--- config.mk ---
export PLATFORM = sky130hd
export DESIGN_NAME = arsm_cfg_regs
export DESIGN_NICKNAME = d
export VERILOG_FILES = /design/src/rtl/core/arsm_pkg.sv /design/src/rtl/core/arsm_cfg_regs.sv
export SDC_FILE = /design/constraint.sdc
export NUM_CORES = 1
export LEC_CHECK = 0
export BUFFER_PORTS_ARGS = -buffer_cell sky130_fd_sc_hd__buf_2
export CORE_ASPECT_RATIO = 2
export CORE_UTILIZATION = 32
export DETAILED_ROUTE_END_ITERATION = 10
export GPL_TIMING_DRIVEN = 0
export MAX_ROUTING_LAYER = met4
export PLACE_DENSITY = 0.62
export RECOVER_POWER = 25
export SLEW_MARGIN = 20
export SYNTH_ARGS = -nofsm -noshare
export SYNTH_HDL_FRONTEND = slang
export SYNTH_SLANG_ARGS = --single-unit
--- constraint.sdc ---
create_clock -name clk -period 0.9 [get_ports clk]
set_clock_uncertainty 0.2 [all_clocks]
set_input_delay 0.27 -clock clk [delete_from_list [all_inputs] [get_ports clk]]
set_output_delay 0.27 -clock clk [all_outputs]
set_load 0.05 [all_outputs]
--- src/rtl/core/arsm_pkg.sv ---
// Shared types and codes for the aged ring slot manager.
`timescale 1ns / 1ps

package arsm_pkg;

    // input item
    typedef struct packed {
        logic [1:0]  op;
        logic [15:0] elapsed;
    } in_item_t;

    // result item
    typedef struct packed {
        logic [1:0] kind;
        logic       accepted;
        logic [7:0] slot;
        logic [7:0] range_start;
        logic [8:0] range_count;
        logic       last;
    } out_item_t;

    // configuration registers as seen by the sequencer
    typedef struct packed {
        logic [8:0]  slots_in_use;
        logic [31:0] lifetime_ticks;
        logic [3:0]  reuse_delay_frames;
    } cfg_t;

    localparam int CFG_IDX_W = 2;

    localparam logic [CFG_IDX_W-1:0] CFG_SLOTS_IN_USE       = 2'd0;
    localparam logic [CFG_IDX_W-1:0] CFG_LIFETIME_TICKS     = 2'd1;
    localparam logic [CFG_IDX_W-1:0] CFG_REUSE_DELAY_FRAMES = 2'd2;

    localparam logic [8:0]  RST_SLOTS_IN_USE       = 9'd256;
    localparam logic [31:0] RST_LIFETIME_TICKS     = 32'd1000;
    localparam logic [3:0]  RST_REUSE_DELAY_FRAMES = 4'd3;

    localparam logic [1:0] OP_ADD   = 2'd0;
    localparam logic [1:0] OP_TICK  = 2'd1;
    localparam logic [1:0] OP_FRAME = 2'd2;

    localparam logic [1:0] KIND_ADD  = 2'd0;
    localparam logic [1:0] KIND_TICK = 2'd1;
    localparam logic [1:0] KIND_DRAW = 2'd2;

endpackage

--- src/rtl/core/arsm_cfg_regs.sv ---
// Configuration register bank of the aged ring slot manager.
`timescale 1ns / 1ps

module arsm_cfg_regs (
    input  logic                           clk,
    input  logic                           rst_n,
    input  logic                           cfg_we,
    input  logic [arsm_pkg::CFG_IDX_W-1:0] cfg_index,
    input  logic [31:0]                    cfg_data,
    output arsm_pkg::cfg_t                 cfg
);
    import arsm_pkg::*;

    cfg_t cfg_reg;

    always_ff @(posedge clk or negedge rst_n)
    begin
        if (!rst_n)
        begin
            cfg_reg.slots_in_use       <= RST_SLOTS_IN_USE;
            cfg_reg.lifetime_ticks     <= RST_LIFETIME_TICKS;
            cfg_reg.reuse_delay_frames <= RST_REUSE_DELAY_FRAMES;
        end
        else if (cfg_we)
        begin
            case (cfg_index)
                CFG_SLOTS_IN_USE:       cfg_reg.slots_in_use       <= cfg_data[8:0];
                CFG_LIFETIME_TICKS:     cfg_reg.lifetime_ticks     <= cfg_data;
                CFG_REUSE_DELAY_FRAMES: cfg_reg.reuse_delay_frames <= cfg_data[3:0];
                default: ;
            endcase
        end
    end

    assign cfg = cfg_reg;

endmodule

# After elaboration in Yosys (flattened, before gate mapping)
# Index checks and enable logic that the tools add are counted.
dict set report totals {
  reg_bits 45
  input_bits 37
  out_inout_bits 45
}
dict set report classes {
  eq_ne 2
  reduce_logical 4
}
# operator count
set op_table {}
lappend op_table {{$reduce_and A2 Y1} 3}
lappend op_table {{$eq A2 B1 Y1 const B} 1}
lappend op_table {{$eq A2 B2 Y1 const B} 1}
lappend op_table {{$logic_not A2 Y1} 1}

# Depth between registers and ports, before layout
dict set report depth {
  word_depth 2
  ltp_mapped 3
}

# Least setup slack after synthesis
# No wires, ideal clock.
dict set report synth_path {
  path_kind {input port to flip-flop}
  start {input port cfg_index[1] (netlist bit)}
  end {register cfg_reg, in the netlist cfg[36]}
  arrival_time_ps 913
  slack_ps -338
  path_stages 3
  path_cell_list {nor3b_2 > buf_4 > mux2_2}
}
dict set report synth_via {
  elab_chain_cells 2
}
# item line
set synth_rtl {}
lappend synth_rtl {{start: declaration} arsm_cfg_regs.sv:8} ;# input logic [arsm_pkg::CFG_IDX_W-1:0] cfg_index,
lappend synth_rtl {{$logic_not A2 Y1} arsm_cfg_regs.sv:26} ;# case (cfg_index)
lappend synth_rtl {{$reduce_and A2 Y1 (no line)} --}
lappend synth_rtl {{end: declaration} arsm_cfg_regs.sv:14} ;# cfg_t cfg_reg;
# No other way between the ends.
# A chain may end at the register's enable or synchronous reset.

# Worst setup path after layout
dict set report layout_path {
  start {register cfg_reg, in the netlist cfg[1]}
  end {output port cfg[1] (netlist bit)}
}
# item line
set layout_lines {}
lappend layout_lines {{end: declaration} arsm_cfg_regs.sv:10} ;# output arsm_pkg::cfg_t cfg
# No word-level cell between the ends.

==> run_results.csv <==
group,metric,value,unit
global_route,grt_use_met3,0.03559,
worst_setup_path,cp_max_fo,2,
worst_setup_path,slowest_stage,"dfstp_2",
run_status,status,"finished with violations",
cts,worstSkewPairLatency,300,ps
synthesis,synth_area_per_cell,18.95,um^2
timing,relSlewSlack,0.5897,
worst_setup_path,r2r_start,"cfg[35]",
final_layout,fillCellCount,431,
power,p_leak,1.585,nW
timing,period_share,1.646,
detailed_routing,num_vias,1228,
flow_run,drv_cap,0,
final_layout,layout_commonest_cell,"buf_6",
detailed_routing,first_pass_iters,3,
floorplanning,rows,38,
final_layout,drive_gt1_frac,0.9519,
worst_setup_path,cp.required,430,ps
timing,setup_violations,90,
global_route,overflow,0,
power,p_per_area,2471,nW/um^2
hold_path,holdCritPathClass,"in -> async",
floorplanning,start_util,0.3362,
worst_setup_path,cp_num_buf_inv,1,
global_route,grt_usage,0.1548,
worst_setup_path,crit_path_cell_trace,"buf_8",
global_route,grt_pass1_wl,6.858,mm
detailed_routing,routed_wl,4.261,mm
detailed_routing,drcViolationCount,0,
worst_setup_path,r2r-end,"cfg[35]",
global_route,grt_pass1_vias,1373,
global_route,grt.busiest_layer,"met2",
cts,cts_root_buffer,"clkbuf_8",
floorplanning,core_area,5468,um^2
worst_setup_path,rr_worst_depth,3,
final_layout,antenna_cells,0,
final_layout,final_nets,244,
synthesis,synth-seq-cells,45,
cts,cts_num_sinks,45,
timing,worst_hold_slack,-199.8,ps
final_layout,area_delta_synth_final,72.02,%
floorplanning,num_io_pins,82,
worst_setup_path,worstSetupPathType,"reg -> out",
cts,tritoncts,"built",
synthesis,postSynthCellCount,97,
global_route,grt_util_met1,0.1655,
cts,cts_made_buffers,5,
global_route,grt_antenna_before_repair,0,
worst_setup_path,critPathLaunchType,"flop",
final_layout,layout_common_cells,"buf_6, mux2_4, buf_2",
timing,period_needed,1482,ps
worst_setup_path,r2r_setup_slack,-290,ps
detailed_routing,drt_iter0_drc,22,
detailed_routing,drt-wirelength-per-cell,15.90,um
worst_setup_path,end_kind,"primary output",
run_status,violations,"hold timing, setup timing",
timing,rsz0062_at_grt,"yes",
floorplanning,dieArea,6069,um^2
synthesis,yosysUniqueCellTypes,9,
worst_setup_path,crit_arrival,1010,ps
global_route,grt_max_degree,46,
detailed_routing,viasPerCell,4.582,
placement,place.gp.congestion,0.7002,
timing,worst_slack,-581.8,ps
timing,hold_viol,40,
floorplanning,die_y,109.2,um
timing,clock.fmax,674.9,MHz
timing,worstMarginPinSlew,615.5,ps
global_route,grt_use_met2,0.2728,
worst_setup_path,slowest_delay,570,ps
synthesis,seq_area_frac_synth,0.6188,
cts,cts_buffer_depth,2,
cts,clk_pin_slew_worst_paths,80,ps
placement,hpwl,2.625,mm
power,p_total,7.812,mW
cts,ctsHtreeMaxLevel,2,
synthesis,syn_nets,134,
floorplanning,die_w,55.59,um
worst_setup_path,crit_family,"flip-flops",
detailed_routing,ant_nets,0,
timing,finalMaxSlewViolations,0,
power,irDropWorstVdd,2.157,mV
final_layout,largest_reg_flops,45,
timing,fin_setup_tns,-30320,ps
placement,io_buffer_count,81,
synthesis,ys_warn_count,0,
synthesis,syn-cell-area,1838,um^2
==> cells by family after synthesis <==
family / after synthesis / share of synthesized area
muxes: 45 / 0.3370
DFF: 45 / 0.6188
and+or+nand+nor: 3 / 0.02178
buffers and inverters: 4 / 0.02246
==> synthesized netlist by cell type <==
library cell,number,area (um^2)
mux2_2,15,168.9
nand3b_1,1,7.510
nand3b_4,1,20.02
nor3b_2,1,12.51
mux2_4,30,450.4
buf_6,3,33.78
dfrtp_1,36,900.9
buf_4,1,7.510
dfstp_2,9,236.5
==> timing repair <==
action | 4_1_cts | 5_1_grt
cloned | 4 | 0
buffers inserted | 17 | 5
endpoints found under the setup margin | 126 | 90
pin swaps | 1 | 0
endpoints found under the hold margin | 62 | 52
resized for setup | 129 | 5
==> cell type report <==
cell class              instances  area, um^2  area share
flip-flops and latches         45        1172      0.3708
repair buffers                104        1025      0.3241
multi-input cells              48       721.9      0.2283
clock buffers                   7       86.33     0.02731
well taps                      60       75.07     0.02374
plain buffers                   3       51.30     0.01622
clock inverters                 1       30.03    0.009497
==> how the worst max path moves through the flow <==
stage | startpoint | depth (start not counted) | end
final | cfg[1] | 1 | cfg[1]
after global routing | cfg[0] | 1 | cfg[0]
after CTS | cfg[7] | 1 | cfg[7]
after detailed placement | rst_n | 1 | cfg[20]
after global placement | rst_n | 1 | cfg[20]
after floorplan | cfg_index[1] | 3 | cfg[36]
==> through the flow <==
stage               area (um^2)  hold slack [ps]  utilization  instances  setup WS [ps]
finish                     3162           -199.8       0.5783        268         -581.8
floorplan                  1928           -225.6            -         97         -333.6
detailed placement         2409            289.8       0.4405        238         -550.0
CTS                        3156           -224.4       0.5771        267         -600.3
global route               3162           -157.7       0.5783        268         -610.8
global placement           2409            292.7       0.4405        238         -527.6
==> report_power, final <==
group	total (mW)	internal, mW	switching, mW
Combinational	3.41	1.59	1.82
Sequential	2.82	2.51	0.315
Clock	1.58	0.905	0.671
Total	7.81	5.00	2.81
==> routing by layer <==
layer  share of wire  wire (um)  vias up
li1                -          -      554
met1            0.37       1568      614
met2            0.56       2406       54
met3           0.050        211        6
met4           0.017         74        0
met5               0          0        -
(Power assumes the default switching activity.)
